$ cat src/cci_pkg.sv
// Shared widths, result codes and the front-to-back entry type of the circle intersection block.
package cci_pkg;

  localparam int CW  = 16;
  localparam int DW  = CW + 1;
  localparam int SW  = 2 * CW;
  localparam int DDW = 2 * CW + 2;
  localparam int KW  = 2 * CW + 3;
  localparam int QW  = 4 * CW;
  localparam int HW  = QW / 2;
  localparam int PW  = 6 * CW;
  localparam int UW  = 3 * CW;
  localparam int NW  = 3 * CW + 4;
  localparam int VW  = 2 * CW + 1;
  localparam int QB  = CW + 2;
  localparam int OW  = CW + 3;

  localparam int FQD  = 4;
  localparam int FQAW = 2;

  localparam logic [1:0] CNT_NONE = 2'd0;
  localparam logic [1:0] CNT_ONE  = 2'd1;
  localparam logic [1:0] CNT_TWO  = 2'd2;

  typedef struct packed {
    logic [1:0]           cnt;
    logic signed [CW-1:0] x0;
    logic signed [CW-1:0] y0;
    logic signed [DW-1:0] dx;
    logic signed [DW-1:0] dy;
    logic [SW-1:0]        dd;
    logic [SW-1:0]        f1;
    logic [SW-1:0]        f2;
    logic [SW-1:0]        dxsq;
    logic [SW-1:0]        dysq;
    logic signed [KW-1:0] k;
  } fe_t;

endpackage

$ cat src/cci_front.sv
// Front end: takes circle pairs, forms squared distances and classifies the intersection.
module cci_front (
  input  logic                          clk_i,
  input  logic                          rst_ni,
  input  logic                          in_valid_i,
  output logic                          in_ready_o,
  input  logic signed [cci_pkg::CW-1:0] first_x_i,
  input  logic signed [cci_pkg::CW-1:0] first_y_i,
  input  logic [cci_pkg::CW-2:0]        first_r_i,
  input  logic signed [cci_pkg::CW-1:0] second_x_i,
  input  logic signed [cci_pkg::CW-1:0] second_y_i,
  input  logic [cci_pkg::CW-2:0]        second_r_i,
  input  logic                          full_i,
  output logic                          push_o,
  output cci_pkg::fe_t                  entry_o
);
  import cci_pkg::*;

  logic adv1, adv2, adv3;
  logic v1_q, v2_q, v3_q;

  logic signed [CW-1:0] x0_1_q, y0_1_q, x0_2_q, y0_2_q;
  logic signed [DW-1:0] dx_1_q, dy_1_q, dx_2_q, dy_2_q;
  logic [CW-1:0]        rs_1_q;
  logic signed [CW-1:0] rdf_1_q;

  logic signed [2*DW-1:0] dxsq_d, dysq_d, dif2_d;
  logic signed [KW-1:0]   rsq_d;
  logic [DDW-1:0]         dxsq_2_q, dysq_2_q;
  logic [SW-1:0]          sum2_2_q, dif2_2_q;
  logic signed [KW-1:0]   rsq_2_q;

  logic [DDW-1:0] dd_d;
  logic [1:0]     cnt_d;
  fe_t            entry_q;

  assign adv3       = !v3_q || !full_i;
  assign adv2       = !v2_q || adv3;
  assign adv1       = !v1_q || adv2;
  assign in_ready_o = adv1;
  assign push_o     = v3_q && !full_i;
  assign entry_o    = entry_q;

  assign dxsq_d = dx_1_q * dx_1_q;
  assign dysq_d = dy_1_q * dy_1_q;
  assign dif2_d = rdf_1_q * rdf_1_q;
  assign rsq_d  = $signed({1'b0, rs_1_q}) * rdf_1_q;

  assign dd_d = dxsq_2_q + dysq_2_q;

  always_comb begin
    if (dd_d == '0 || dd_d > DDW'(sum2_2_q) || dd_d < DDW'(dif2_2_q)) begin
      cnt_d = CNT_NONE;
    end else if (dd_d == DDW'(sum2_2_q) || dd_d == DDW'(dif2_2_q)) begin
      cnt_d = CNT_ONE;
    end else begin
      cnt_d = CNT_TWO;
    end
  end

  always_ff @(posedge clk_i or negedge rst_ni) begin
    if (!rst_ni) begin
      v1_q <= 1'b0;
      v2_q <= 1'b0;
      v3_q <= 1'b0;
    end else begin
      if (adv1) v1_q <= in_valid_i;
      if (adv2) v2_q <= v1_q;
      if (adv3) v3_q <= v2_q;
    end
  end

  always_ff @(posedge clk_i) begin
    if (adv1) begin
      x0_1_q  <= first_x_i;
      y0_1_q  <= first_y_i;
      dx_1_q  <= $signed({second_x_i[CW-1], second_x_i}) - $signed({first_x_i[CW-1], first_x_i});
      dy_1_q  <= $signed({second_y_i[CW-1], second_y_i}) - $signed({first_y_i[CW-1], first_y_i});
      rs_1_q  <= {1'b0, first_r_i} + {1'b0, second_r_i};
      rdf_1_q <= $signed({1'b0, first_r_i}) - $signed({1'b0, second_r_i});
    end
    if (adv2) begin
      x0_2_q   <= x0_1_q;
      y0_2_q   <= y0_1_q;
      dx_2_q   <= dx_1_q;
      dy_2_q   <= dy_1_q;
      dxsq_2_q <= DDW'(dxsq_d);
      dysq_2_q <= DDW'(dysq_d);
      sum2_2_q <= SW'(rs_1_q * rs_1_q);
      dif2_2_q <= SW'(dif2_d);
      rsq_2_q  <= rsq_d;
    end
    if (adv3) begin
      entry_q.cnt  <= cnt_d;
      entry_q.x0   <= x0_2_q;
      entry_q.y0   <= y0_2_q;
      entry_q.dx   <= dx_2_q;
      entry_q.dy   <= dy_2_q;
      entry_q.dd   <= SW'(dd_d);
      entry_q.f1   <= SW'(dd_d - DDW'(dif2_2_q));
      entry_q.f2   <= SW'(DDW'(sum2_2_q) - dd_d);
      entry_q.dxsq <= SW'(dxsq_2_q);
      entry_q.dysq <= SW'(dysq_2_q);
      entry_q.k    <= rsq_2_q + $signed({1'b0, dd_d});
    end
  end

endmodule

$ cat config.mk
export PLATFORM = sky130hd
export DESIGN_NAME = cci_front
export DESIGN_NICKNAME = d
export VERILOG_FILES = /design/src/cci_pkg.sv /design/src/cci_front.sv
export SDC_FILE = /design/constraint.sdc
export NUM_CORES = 2
export LEC_CHECK = 0
export BUFFER_PORTS_ARGS = -buffer_cell sky130_fd_sc_hd__buf_4
export CAP_MARGIN = 20
export CORE_ASPECT_RATIO = 2
export CORE_MARGIN = 4
export CORE_UTILIZATION = 60
export CTS_CLUSTER_SIZE = 28
export DETAILED_ROUTE_END_ITERATION = 8
export PLACE_DENSITY = 0.75
export SETUP_SLACK_MARGIN = 0.02
export SYNTH_ARGS = -nofsm -noshare
export SYNTH_HDL_FRONTEND = slang
export SYNTH_SLANG_ARGS = --single-unit
$ cat constraint.sdc
create_clock -name clk_i -period 11.1 [get_ports clk_i]
set_input_delay 2.22 -clock clk_i [delete_from_list [all_inputs] [get_ports clk_i]]
set_output_delay 2.22 -clock clk_i [all_outputs]
set_load 0.01 [all_outputs]
==> results.md <==
* Status: complete, no violations
* Routed len/inst at 22.2 um
* Most frequent cells in the layout: inv_1 (1,677), fa_1 (1,127), ha_1 (718)
* Relative slew slack at 0.135
* Worst-Margin Slew at 1.29 ns
* Seq/Total Area, Yosys at 0.242
* Largest net degree at the start of global routing at 132
* Skew final at 0.0438 ns
* Worst Hold Path EP: y0_2_q[7]$_DFFE_PP_
* Worst reg2reg setup slack at 3.58 ns
* Area of the multi-input gates at 47,700 um^2
* Htree depth at 2
* Top cell type's share of synthesized area at 0.313
* Nature of the critical path endpoint: flip-flop
* GPL Wtd Cong at 0.989
* FF-to-FF Start: dx_1_q[4]$_DFFE_PP_
* Post-synth EDFFs at 578
* PostCTS Resize Cnt at 0
* Worst Hold Class: flip-flop to flip-flop
* Register area at 17,400 um^2
* Worst-path clk slew at 0.07 ns
* WHS Path Cells at 0
* Drt via density at 5.78
* RSZ-0062 raised after global routing: no
* Die area at 126,000 um^2
* Final Cycle Share at 0.677
* Largest fanout on the critical path at 20
* WS Path Type: flip-flop to flip-flop
* Max Slew Vio Count at 0
* Worst Hold Launch: y0_1_q[7]$_DFFE_PP_
* Ranking of synthesized cells by area: fa_1 (31%), edfxtp_1 (24%), ha_1 (12%)
* Fraction of layout cells with a size suffix above 1 at 0.0783
* Syn. warnings at 0
* Vias in the first global route at 57,200
* Dominant synthesized flop cell: edfxtp_1
* R2R Path End: dxsq_2_q[32]$_DFFE_PP_
* First-pass iteration count of the detailed router at 8
* Post-Syn Instances at 7,005
* # fillers at 9,315
* Total GRT Usage at 0.320
* Cell Rows at 179
* Required @ worst endpoint at 11.60 ns
* CTS tree: built
* Hold Fails Final Rpt at 0
* Startpoint types: flip-flop
* # port buffers at 360
* Avg Cell Area, Syn at 10.3 um^2
* Hold Buf Count CTS at 0
* Flops & latches, synth at 581
* Core Region at 119,000 um^2
* First-pass GRT wire length at 308,000 um
* DR iter-0 viols at 2,942
* Chip width at 253 um
* Grt ovf at 0
* Endpoints failing setup at 0
* WL final at 198,000 um
* # IOs at 363
* Cell Area, Synth at 72,000 um^2
* Residual DRC at 0
* # nets final at 9,271
* Maxcap violations at 0
* CTS root buf: clkbuf_16
* Async set-reset flop share out of synthesis at 0.00516
* Post-CTS Setup Bufs at 0
* Fmax at 0.133 GHz
* Initial Utilization at 0.604
* Post-route setup TNS at 0 ns
* CTS Buffer Depth at 3
* Clock Latency Late Sink at 0.71 ns
* Initial antenna violation count at 3
* Number of buffers created by CTS at 58
* Commonest non-fill, non-tap cell in the layout: inv_1
* DIE HEIGHT at 498 um
* Post-DP HPWL at 162,000 um
* Arrival @ worst endpoint at 8.02 ns
* Clock Sinks at 581
* DR vias at 51,500
* Cell variety after synth at 84
* Fin crit period at 7.52 ns
* Post-synth top area cell: fa_1
* Layout area overhead at 9.09%
* R2R cell count at 22
* Post-route ant nets at 0
## routing by layer
metal,up-vias,share of wire,global-route usage
met3,874,0.057,0.0349
met2,2091,0.53,0.586
li1,22800,-,-
met4,0,0.10,0.255
met1,25800,0.31,0.327
met5,-,0,0
## cell usage after synthesis, types with 19 or more instances
cell and n:
inv_1 1677, fa_1 1127, ha_1 718, edfxtp_1 578, nand2_1 548, nor2_1 296
and2_1 291, xnor2_1 258, a21oi_1 231, clkbuf_1 154, a21o_1 119, o21ai_0 119
nor2b_1 74, xor2_1 72, nor3_1 69, nand3_1 61, nand2b_1 53, o21a_1 49
and3_1 47, o21bai_1 40, a211oi_1 36, a31oi_1 28, or3_1 24, nand4_1 21
or2_2 21, a31o_2 19
## how the worst max path moves through the flow
| stage | from | to | slack [ns] | cells past startpoint |
|---|---|---|---|---|
| after floorplan | full_i | dif2_2_q[10]$_DFFE_PP_ | 1.62 | 1 |
| after global placement | rdf_1_q[3]$_DFFE_PP_ | dif2_2_q[30]$_DFFE_PP_ | 3.61 | 22 |
| after detailed placement | dx_1_q[4]$_DFFE_PP_ | dxsq_2_q[32]$_DFFE_PP_ | 3.68 | 22 |
| after CTS | dx_1_q[4]$_DFFE_PP_ | dxsq_2_q[32]$_DFFE_PP_ | 3.61 | 22 |
| after global routing | rdf_1_q[15]$_DFFE_PP_ | dif2_2_q[31]$_DFFE_PP_ | 3.25 | 20 |
| final | dx_1_q[4]$_DFFE_PP_ | dxsq_2_q[32]$_DFFE_PP_ | 3.58 | 22 |
## sequential cells by signal, summed over array words and instances (netlist names), 17 cells and up
signal / count
dif2_2_q: 30
dx_1_q: 17
dx_2_q: 17
dxsq_2_q: 32
dy_1_q: 17
dy_2_q: 17
dysq_2_q: 32
entry_o: 258
rsq_2_q: 32
sum2_2_q: 31
## through the flow
step           hold slack [ns]  instances  setup slack, ns   util  instance area (um^2)
2_1_floorplan            0.400       7006             1.62      -                 72000
3_3_place_gp             0.400       8804             3.61  0.642                 76600
3_5_place_dp             0.405       8805             3.68  0.643                 76600
4_1_cts                  0.419       8909             3.61  0.659                 78600
5_1_grt                  0.423       8911             3.25  0.659                 78600
6_report                 0.416       8913             3.58  0.659                 78600
## critical path: stages, from the launching register on
cell and delay (ns):
edfxtp_1 0.90, and2_1 0.26, inv_1 0.07, fa_1 0.53, inv_1 0.06, fa_1 0.53
inv_1 0.05, fa_1 0.37, inv_1 0.07, fa_1 0.44, fa_1 0.58, fa_1 0.42
ha_1 0.36, o21a_1 0.19, nor2_1 0.17, nor3_1 0.09, a21oi_1 0.30, a31oi_1 0.30
o41ai_4 0.54, o31ai_2 0.15, or4_1 0.46, a2111o_1 0.38, o311ai_1 0.08
## cell type report
type,count,area share
sequential,581,0.222
clock buffer,66,0.0194
tap,1538,0.0245
clock inverter,38,0.00575
inverter,1683,0.0804
multi-input combinational,4576,0.607
antenna,3,0.0000955
timing repair buffer,428,0.0415
## logic make-up after synthesis
kind of cell / share of synthesized area
buf+inv: 0.0967
compound gates: 0.0776
simple gates: 0.104
fa+ha+maj: 0.438
other cells: 0.0000521
mux: 0.00162
xor+xnor: 0.0401
flops: 0.242
Power is left out: the tool's default activity adds up to more than one toggle a clock period on the data nets, which glitch-free logic cannot reach.
