File: config.mk
export PLATFORM = sky130hd
export DESIGN_NAME = cci_fifo
export DESIGN_NICKNAME = d
export VERILOG_FILES = /design/src/cci_pkg.sv /design/src/cci_fifo.sv
export SDC_FILE = /design/constraint.sdc
export NUM_CORES = 1
export LEC_CHECK = 0
export BUFFER_PORTS_ARGS = -buffer_cell sky130_fd_sc_hd__buf_2
export CORE_MARGIN = 4
export CORE_UTILIZATION = 40
export CTS_CLUSTER_DIAMETER = 100
export DETAILED_ROUTE_END_ITERATION = 6
export PLACE_DENSITY = 0.63
export SLEW_MARGIN = 20
export SYNTH_ARGS = -nofsm -noshare
export SYNTH_HDL_FRONTEND = slang
export SYNTH_SLANG_ARGS = --single-unit
File: constraint.sdc
create_clock -name clk_i -period 9 [get_ports clk_i]
set_input_delay 0.9 -clock clk_i [delete_from_list [all_inputs] [get_ports clk_i]]
set_output_delay 0.9 -clock clk_i [all_outputs]
set_load 0.1 [all_outputs]
File: src/cci_pkg.sv
// Shared widths, result codes and the front-to-back entry type of the circle intersection block.
package cci_pkg;

  localparam int CW  = 16;
  localparam int DW  = CW + 1;
  localparam int SW  = 2 * CW;
  localparam int DDW = 2 * CW + 2;
  localparam int KW  = 2 * CW + 3;
  localparam int QW  = 4 * CW;
  localparam int HW  = QW / 2;
  localparam int PW  = 6 * CW;
  localparam int UW  = 3 * CW;
  localparam int NW  = 3 * CW + 4;
  localparam int VW  = 2 * CW + 1;
  localparam int QB  = CW + 2;
  localparam int OW  = CW + 3;

  localparam int FQD  = 4;
  localparam int FQAW = 2;

  localparam logic [1:0] CNT_NONE = 2'd0;
  localparam logic [1:0] CNT_ONE  = 2'd1;
  localparam logic [1:0] CNT_TWO  = 2'd2;

  typedef struct packed {
    logic [1:0]           cnt;
    logic signed [CW-1:0] x0;
    logic signed [CW-1:0] y0;
    logic signed [DW-1:0] dx;
    logic signed [DW-1:0] dy;
    logic [SW-1:0]        dd;
    logic [SW-1:0]        f1;
    logic [SW-1:0]        f2;
    logic [SW-1:0]        dxsq;
    logic [SW-1:0]        dysq;
    logic signed [KW-1:0] k;
  } fe_t;

endpackage

File: src/cci_fifo.sv
// Short queue that decouples the classifying front end from the arithmetic back end.
module cci_fifo (
  input  logic         clk_i,
  input  logic         rst_ni,
  input  logic         push_i,
  input  cci_pkg::fe_t entry_i,
  output logic         full_o,
  input  logic         pop_i,
  output logic         empty_o,
  output cci_pkg::fe_t entry_o
);
  import cci_pkg::*;

  fe_t             mem_q [FQD];
  logic [FQAW-1:0] wr_q, rd_q;
  logic [FQAW:0]   cnt_q;

  assign full_o  = cnt_q == (FQAW+1)'(FQD);
  assign empty_o = cnt_q == '0;
  assign entry_o = mem_q[rd_q];

  always_ff @(posedge clk_i or negedge rst_ni) begin
    if (!rst_ni) begin
      wr_q  <= '0;
      rd_q  <= '0;
      cnt_q <= '0;
    end else begin
      if (push_i) wr_q <= wr_q + 1'b1;
      if (pop_i) rd_q <= rd_q + 1'b1;
      if (push_i && !pop_i) begin
        cnt_q <= cnt_q + 1'b1;
      end else if (pop_i && !push_i) begin
        cnt_q <= cnt_q - 1'b1;
      end
    end
  end

  always_ff @(posedge clk_i) begin
    if (push_i) mem_q[wr_q] <= entry_i;
  end

endmodule

==> qor.yml, run 1 <==
synthAdderAreaFrac_pct: 0.214
grt.total_usage_pct: 15.3
rsz0062_at_grt: "false"
tns_ns: 0
drive_gt1_share_pct: 46.1
routedWlPerCell_um: 23.1
first_iter_violations: 1357
syn_nets: 1681
synth_cell_types: 20
finalSetupViolations: 0
design.core.area_um2: 95300
synth-compound-area-share_pct: 0.0130
final.fill_count: 7839
critPathRequiredTime_ns: 8.10
fp.dieW_um: 319
start_util_pct: 40.5
drt-vias-per-instance: 5.05
fin_nets: 2281
dr.pass1.iters: 5
drc: 0
cp-end-kind: "output pin"
netlist_area_um2: 38600
fmax_ghz: 0.225
cts_max_path_buffers: 3
postRouteAntennaNets: 0
cpPeakStageDelay_ns: 0.75
finalCritPeriodShare_pct: 49.3
slew_headroom_pct: 16.8
setup.worst_path.class: "register to output pin"
cp-start-kind: "register"
synth.yosys.warnings: 0
crit_top_cell: "buf_4"
clock_latency_ns: 0.66
cts_setup_buffers: 0
cts_inserted_buffers: 107
area_growth_syn_to_layout_pct: 18.7
final_cell_area_um2: 45800
finalHoldViolCount: 0
min_path_type: "input pin to register"
ctsResizeCount: 0
yosysSeqAreaShare_pct: 82.4
clock_skew_ns: 0.0226
grt_max_degree: 149
synth-simple-area-share_pct: 0.127
antenna_found_initial: 26
overflow: 0
die_h_um: 319
cp.depth: 4
synth-xor-area-share_pct: 0.136
postSynthAreaPerCell_um2: 27.4
yosys_register_bits: 1059
postSynthCellCount: 1408
hold_depth: 1
dp_hpwl_um: 47200
worst_ep_arrival_time_ns: 3.54
final_cell_mix: "edfxtp_1, buf_2, mux4_2"
cp_slowest_cell: "dfrtp_4"
cts_tree: "done"
dpl-instance-area_um2: 42400
worst-path-max-fanout: 47
synth_top_family_by_area: "multiplexers"
tightest_slew_ns: 1.25
cts-root-buf: "clkbuf_16"
place.gp.congestion: 0.720
muxShareOfSynthArea_pct: 15.4
row_count: 113
drv_slew: 0
r2r_cells: 5
path_buf_inv: 3
reg2reg_slack_ns: 5.75
grt_pass1_wl_um: 118000
htreeDepth: 3
final_core_util_pct: 48.0
status: "finished, final reports clean"
die_area_um2: 101000
min_period_ns: 4.44
clock-sinks: 1059
cts.clk_slew.worst_paths_ns: 0.06
portBuffers: 531
crit_chain: "buf_4, buf_4, mux4_2, buf_2"
grt_pass1_vias: 18500
path_delay_family: "buffers and inverters"
dp_worst_setup_slack_ns: 5.14
final_common_cell: "edfxtp_1"
vias: 17000
ioPinCount: 532
setup_slack_ns: 4.56
maxCapViolations: 0
routed_wl_um: 77700
stage by stage:
step                hold slack [ns]  cells
floorplan                     0.456   1408
global placement              0.474   3163
detailed placement            0.482   3163
CTS                           0.379   3354
global route                  0.395   3362
finish                        0.448   3369
timing repair:
| action | 4_1_cts | 5_1_grt |
|---|---|---|
| hold buffers | 1 | 0 |
| setup endpoints to repair | 0 | 0 |
| hold endpoints to repair | 7 | 0 |
final timing paths:
check,start,end
worst max-delay path,rd_q[1],entry_o[95]
worst min-delay path,entry_i[232],mem_q[3][232]
worst max register to register,wr_q[1],mem_q[1][149]
worst min register to register,cnt_q[2],cnt_q[2]
max in group asynchronous,rst_ni,rd_q[1]
min in group asynchronous,rst_ni,wr_q[1]
final cells by class:
type	instances	area (um2)	share of cell area [%]
sequential	1059	31800	69.4
multi-input combinational	286	6130	13.4
timing repair buffer	550	2890	6.31
clock buffer	129	2800	6.12
tap	1265	1580	3.46
clock inverter	61	543	1.19
antenna	15	37.5	0.0820
inverter	4	15.0	0.0328
kinds of logic (layout without fill, tap and decap cells):
group                      after synthesis  count (layout)
AOI/OAI and AO/OA                        1               1
xor gates and xnor gates                 6               6
DFF                                   1059            1059
adders and majority gates                6               6
and+or+nand+nor                          9               9
other                                    0              15
buffers and inverters                   63             744
muxes                                  264             264
cells in the mapped netlist:
cell type	count	area, um2
mux2_2	1	11.3
buf_4	1	7.51
fa_1	1	20.0
o21ai_0	1	5.00
and2_1	4	25.0
xnor2_1	2	17.5
edfxtp_1	1052	31600
dfrtp_1	7	175
ha_1	5	62.6
inv_1	4	15.0
buf_12	22	440
buf_6	7	78.8
nand2_1	2	7.51
mux4_2	263	5920
xor2_1	4	35.0
nor3b_1	1	7.51
nor2_1	1	3.75
clkbuf_1	3	11.3
buf_2	26	130
nor3_1	1	5.00
flip-flops by register name, summed over array words and instances, names as in the netlist:
signal	flops
wr_q	2
mem_q	1052
rd_q	2
cnt_q	3
metal layers:
layer / part of all wire [%] / routed length [um] / track usage, % / up-vias
li1: - / - / - / 7373
met1: 38 / 29500 / 18.7 / 8943
met2: 51 / 40000 / 25.7 / 535
met3: 7.7 / 5960 / 5.10 / 147
met4: 2.8 / 2140 / 5.03 / 20
met5: 0.18 / 137 / 0 / -
Power of run 1 is not shown: default switching activity piles up to over one toggle a cycle in this logic, so the estimate is an artifact.
==> inputs of run 2 (changes only) <==
==> constraint.sdc (replaced) <==
create_clock -name clk_i -period 4.2 [get_ports clk_i]
set_input_delay 0.42 -clock clk_i [delete_from_list [all_inputs] [get_ports clk_i]]
set_output_delay 0.42 -clock clk_i [all_outputs]
set_load 0.1 [all_outputs]
==> run 2 against run 1 <==
- cell area rose by 7.0%
- critical path depth shrank 1
- non-clock buffer count grew 318
- register-to-register slack lost 3.9 ns
==> qor.yml, run 2 (synthesized netlist as in run 1, its figures left out) <==
tns_ns: 0  # unchanged
min_path_type: "input pin to async pin"
finalHoldViolCount: 0  # unchanged
final_cell_mix: "edfxtp_1, buf_2, dlygate4sd3_1"
min_period_ns: 3.37
critPathRequiredTime_ns: 3.78  # -4.32 ns
cts_inserted_buffers: 106  # -0.93%
dpl-instance-area_um2: 43000  # +1.5%
start_util_pct: 40.5  # unchanged
cp-start-kind: "register"
die_h_um: 319  # unchanged
area_growth_syn_to_layout_pct: 27.0
dr.pass1.iters: 6  # +1
vias: 18500  # +8.9%
place.gp.congestion: 0.756  # +5.0%
final_cell_area_um2: 49000  # +7.0%
overflow: 0  # unchanged
slew_headroom_pct: 29.0  # +12 points
drv_slew: 0  # unchanged
dp_hpwl_um: 54000  # +14%
grt_pass1_vias: 20300  # +9.9%
r2r_cells: 4  # -1
cts_max_path_buffers: 3  # unchanged
clock-sinks: 1059  # unchanged
crit_chain: "buf_4, mux4_2, buf_2"
finalSetupViolations: 0  # unchanged
fin_nets: 2598  # +14%
drive_gt1_share_pct: 42.3  # -3.7 points
clock_latency_ns: 0.66  # about the same
worst_ep_arrival_time_ns: 2.95  # -0.59 ns
top_register: "mem_q"
path_buf_inv: 2  # -1
cts-root-buf: "clkbuf_16"
finalCritPeriodShare_pct: 80.2
grt_max_degree: 66  # -56%
final_common_cell: "edfxtp_1"
path_delay_family: "buffers and inverters"
cts_hold_buf: 266  # +265
row_count: 113  # unchanged
die_area_um2: 101000  # unchanged
cts_tree: "done"
antenna_found_initial: 2  # -92%
reg2reg_slack_ns: 1.89  # -3.86 ns
fmax_ghz: 0.297
first_iter_violations: 1472  # +8.5%
place_inst: 3216  # +1.7%
tightest_slew_ns: 1.06  # -0.184 ns
grt_pass1_wl_um: 128000  # +9.0%
cts_setup_buffers: 0  # unchanged
clock_skew_ns: 0.0194  # -0.00316 ns
rsz0062_at_grt: "false"
cpPeakStageDelay_ns: 0.71  # -0.04 ns
ctsResizeCount: 0  # unchanged
reg2reg_to: "mem_q[0][13]"
portBuffers: 531  # unchanged
largest_registers: "mem_q x1052, cnt_q x3"
cp_slowest_cell: "dfrtp_4"
htreeDepth: 3  # unchanged
routedWlPerCell_um: 23.1  # about the same
largest_reg_flops: 1052  # unchanged
routed_wl_um: 84700  # +9.0%
drt-vias-per-instance: 5.04  # -0.15%
postRouteAntennaNets: 0  # unchanged
rr_startpoint: "wr_q[0]"
worst-path-max-fanout: 30  # -36%
design.core.area_um2: 95300  # unchanged
grt.total_usage_pct: 16.6  # +1.4 points
maxCapViolations: 0  # unchanged
final_cells: 3673  # +9.0%
ioPinCount: 532  # unchanged
setup.worst_path.class: "register to output pin"
cp-end-kind: "output pin"
drc: 0  # unchanged
cts.clk_slew.worst_paths_ns: 0.06  # about the same
holdWs_ns: 0.193  # -0.256 ns
fp.dieW_um: 319  # unchanged
status: "finished, final reports clean"
==> run 2: cell types whose count changed in the layout (fill, tap and decap cells not counted), sizes merged <==
cell,change
dlygate4sd3,+265
buf,+53
diode,-13
clkbuf,-1
clkinvlp,-1
inv,+1
==> run 2: how the worst max path moves through the flow <==
| stage | end | cells after the start | startpoint |
|---|---|---|---|
| global placement | entry_o[81] | 3 | rd_q[0] |
| finish | entry_o[93] | 3 | rd_q[0] |
| global route | entry_o[93] | 3 | rd_q[0] |
| detailed placement | entry_o[93] | 3 | rd_q[0] |
| CTS | entry_o[93] | 3 | rd_q[0] |
| floorplan | mem_q[3][0] | 2 | wr_q[0] |
==> run 2: cell type report <==
class / count / area (um2)
clock inverter: 61 / 567
tap: 1265 / 1580
timing repair buffer: 868 / 6170
fill: 7458 / 46300
multi-input combinational: 286 / 6130
antenna: 2 / 5.00
sequential: 1059 / 31800
clock buffer: 128 / 2740
inverter: 4 / 15.0
==> run 2: metrics by stage <==
step | utilization, % | worst slack [ns]
after floorplan | - | 0.00460
after global placement | 45.1 | 1.45
after detailed placement | 45.1 | 1.45
after CTS | 51.4 | 0.698
after global routing | 51.4 | 0.598
final | 51.4 | 0.831
==> run 2: routing by layer <==
layer | vias up | global-route usage [%] | wire length (um)
li1 | 8006 | - | -
met1 | 9680 | 20.6 | 32500
met3 | 166 | 4.65 | 6240
met2 | 673 | 28.4 | 43300
met5 | - | 0 | 0
met4 | 0 | 5.55 | 2700
Power of run 2 is left out for the same reason.
==> inputs of run 3 (changes only) <==
--- a/config.mk
+++ b/config.mk
@@ -5,6 +5,7 @@
 export SDC_FILE = /design/constraint.sdc
 export NUM_CORES = 1
 export LEC_CHECK = 0
+export ABC_AREA = 1
 export BUFFER_PORTS_ARGS = -buffer_cell sky130_fd_sc_hd__buf_2
 export CORE_MARGIN = 4
 export CORE_UTILIZATION = 40
==> constraint.sdc (replaced) <==
create_clock -name clk_i -period 3.5 [get_ports clk_i]
set_input_delay 0.35 -clock clk_i [delete_from_list [all_inputs] [get_ports clk_i]]
set_output_delay 0.35 -clock clk_i [all_outputs]
set_load 0.1 [all_outputs]
==> run 3 against run 2 <==
- hold slack got worse by 0.075 ns
- clock skew fell by 0.0042 ns
- cell count rose by 47%
- utilization fell by 1.1 points
- sequential share of layout area fell by 4.8 points
- via count rose by 40%
- register-to-register slack got worse by 0.44 ns
- synthesized area rose by 9.7%
- critical endpoint is now entry_o[158]
- largest cell class unchanged
==> qor.yml, run 3 <==
status: "finished, final reports clean"
synth_area_leader_cell: "edfxtp_1"
dp_hpwl_um: 56300  # +4.2%
cts_setup_buffers: 0  # unchanged
vias: 25900  # +40%
final_cell_area_um2: 52900  # +8.0%
final_core_util_pct: 50.3  # -1.1 points
tightest_slew_ns: 1.05  # -0.0113 ns
place.gp.congestion: 0.755  # about the same
synth_cell_types: 19  # -5.0%
drc: 0  # unchanged
finalHoldViolCount: 0  # unchanged
portBuffers: 531  # unchanged
clock_latency_ns: 0.67  # about the same
final_cell_mix: "edfxtp_1, nand2_1, inv_1"
synthFlopType: "edfxtp_1"
ys_top_cells_by_area: "edfxtp_1, o211ai_1, nand2_1, inv_1, o211ai_2"
synth.most_common_cell: "edfxtp_1"
drv_slew: 0  # unchanged
slew_headroom_pct: 29.8  # +0.75 points
cts.clk_slew.worst_paths_ns: 0.06  # about the same
postSynthCellCount: 3116  # +120%
netlist_area_um2: 42300  # +9.7%
grt_pass1_vias: 25500  # +25%
routedWlPerCell_um: 17.7  # -23%
cts_max_path_buffers: 3  # unchanged
routed_wl_um: 95500  # +13%
grt_max_degree: 175  # +170%
dr.pass1.iters: 6  # unchanged
cts_tree: "done"
maxCapViolations: 0  # unchanged
overflow: 0  # unchanged
place_inst: 4921  # +53%
syn_nets: 3389  # +100%
clock-sinks: 1059  # unchanged
finalCritPeriodShare_pct: 91.0
worst-path-max-fanout: 174  # +480%
die_area_um2: 111000  # +9.4%
postSynthAreaPerCell_um2: 13.6  # -50%
dpl-instance-area_um2: 46800  # +8.8%
synth_edf_count: 1052  # unchanged
setup.worst_path.class: "register to output pin"
ioPinCount: 532  # unchanged
design.core.area_um2: 105000  # +10%
antenna_found_initial: 10  # +8
finalSetupViolations: 0  # unchanged
min_period_ns: 3.18
netlist.area_leader.share_pct: 74.7  # -7.2 points
min_path_type: "input pin to async pin"
holdWs_ns: 0.118  # -0.0746 ns
postRouteAntennaNets: 0  # unchanged
start_util_pct: 40.2  # -0.23 points
cp-start-kind: "register"
drive_gt1_share_pct: 21.2  # -21 points
final_common_cell: "edfxtp_1"
largest_registers: "mem_q x1052, cnt_q x3"
fp.dieW_um: 333  # +4.6%
row_count: 119  # +5.3%
clock_skew_ns: 0.0152  # -0.00423 ns
cts-root-buf: "clkbuf_16"
grt_pass1_wl_um: 147000  # +15%
yosysSeqAreaShare_pct: 75.1  # -7.3 points
fin_nets: 4179  # +61%
htreeDepth: 3  # unchanged
die_h_um: 333  # +4.6%
cts_hold_buf: 266  # unchanged
synthTopCellsByCount: "edfxtp_1, nand2_1, inv_1"
synth.yosys.warnings: 0  # unchanged
area_growth_syn_to_layout_pct: 25.0
worst_ep_arrival_time_ns: 2.83  # -0.12 ns
drt-vias-per-instance: 4.80  # -4.9%
final_cells: 5400  # +47%
r2r_cells: 4  # unchanged
largest_reg_flops: 1052  # unchanged
async_reset_ff_share_pct: 0.661  # unchanged
cts_inserted_buffers: 108  # +1.9%
cp-end-kind: "output pin"
critPathRequiredTime_ns: 3.15  # -0.63 ns
fmax_ghz: 0.314
first_iter_violations: 1437  # -2.4%
grt.total_usage_pct: 16.8  # +0.18 points
ctsResizeCount: 0  # unchanged
top_register: "mem_q"
rsz0062_at_grt: "false"
yosys_register_bits: 1059  # unchanged
## run 3: final cells by class
type                    count  area [um2]
flip-flops and latches   1059       31800
clock buffers             148        2890
well taps                1391        1740
repair buffers            856        6280
fillers                  8887       52200
inverters                 538        2040
diodes                     13        32.5
multi-input cells        1343        7620
clock inverters            52         485
## run 3: metal layers
layer	part of all wire, %	vias up	routed length [um]	GRT usage (%)
met1	42	12600	39800	21.4
met4	2.2	4	2130	4.43
met3	6.8	139	6500	4.51
met5	0.032	-	31	0
li1	-	12500	-	-
met2	49	672	47000	28.7
## run 3: kinds of logic (layout without fill, tap and decap cells)
group           Yosys count  count (layout)  synth area share [%]
other cells               0              13                     0
xor+xnor                  4               4                0.0828
buf+inv                 714            1594                  6.93
flops                  1059            1059                  75.1
fa+ha+maj                 6               6                 0.195
compound gates          527             527                  10.5
simple gates            806             806                  7.17
## run 3: metrics by stage
step | setup WS [ns] | setup TNS [ns]
finish | 0.317 | 0
global route | 0.124 | 0
CTS | 0.197 | 0
detailed placement | 0.980 | 0
global placement | 0.997 | 0
floorplan | -1.51 | -1577.96
## run 3: path summary, 6_finish.rpt
path                              start       endpoint  slack [ns]
setup reg to reg                wr_q[0]  mem_q[3][244]        1.45
min in group clk_i         entry_i[225]  mem_q[0][225]        0.42
max in group asynchronous        rst_ni        rd_q[1]        3.17
hold reg to reg                cnt_q[2]       cnt_q[2]        0.51
hold / removal                   rst_ni        rd_q[0]        0.12
setup / recovery                rd_q[1]   entry_o[158]        0.32
## run 3: critical path: stages (launching register included)
cell and delay, ns:
dfrtp_4 0.49, buf_12 0.67, o211ai_1 0.19, nand2_1 0.14, buf_2 0.46
Power of run 3 is left out for the same reason.
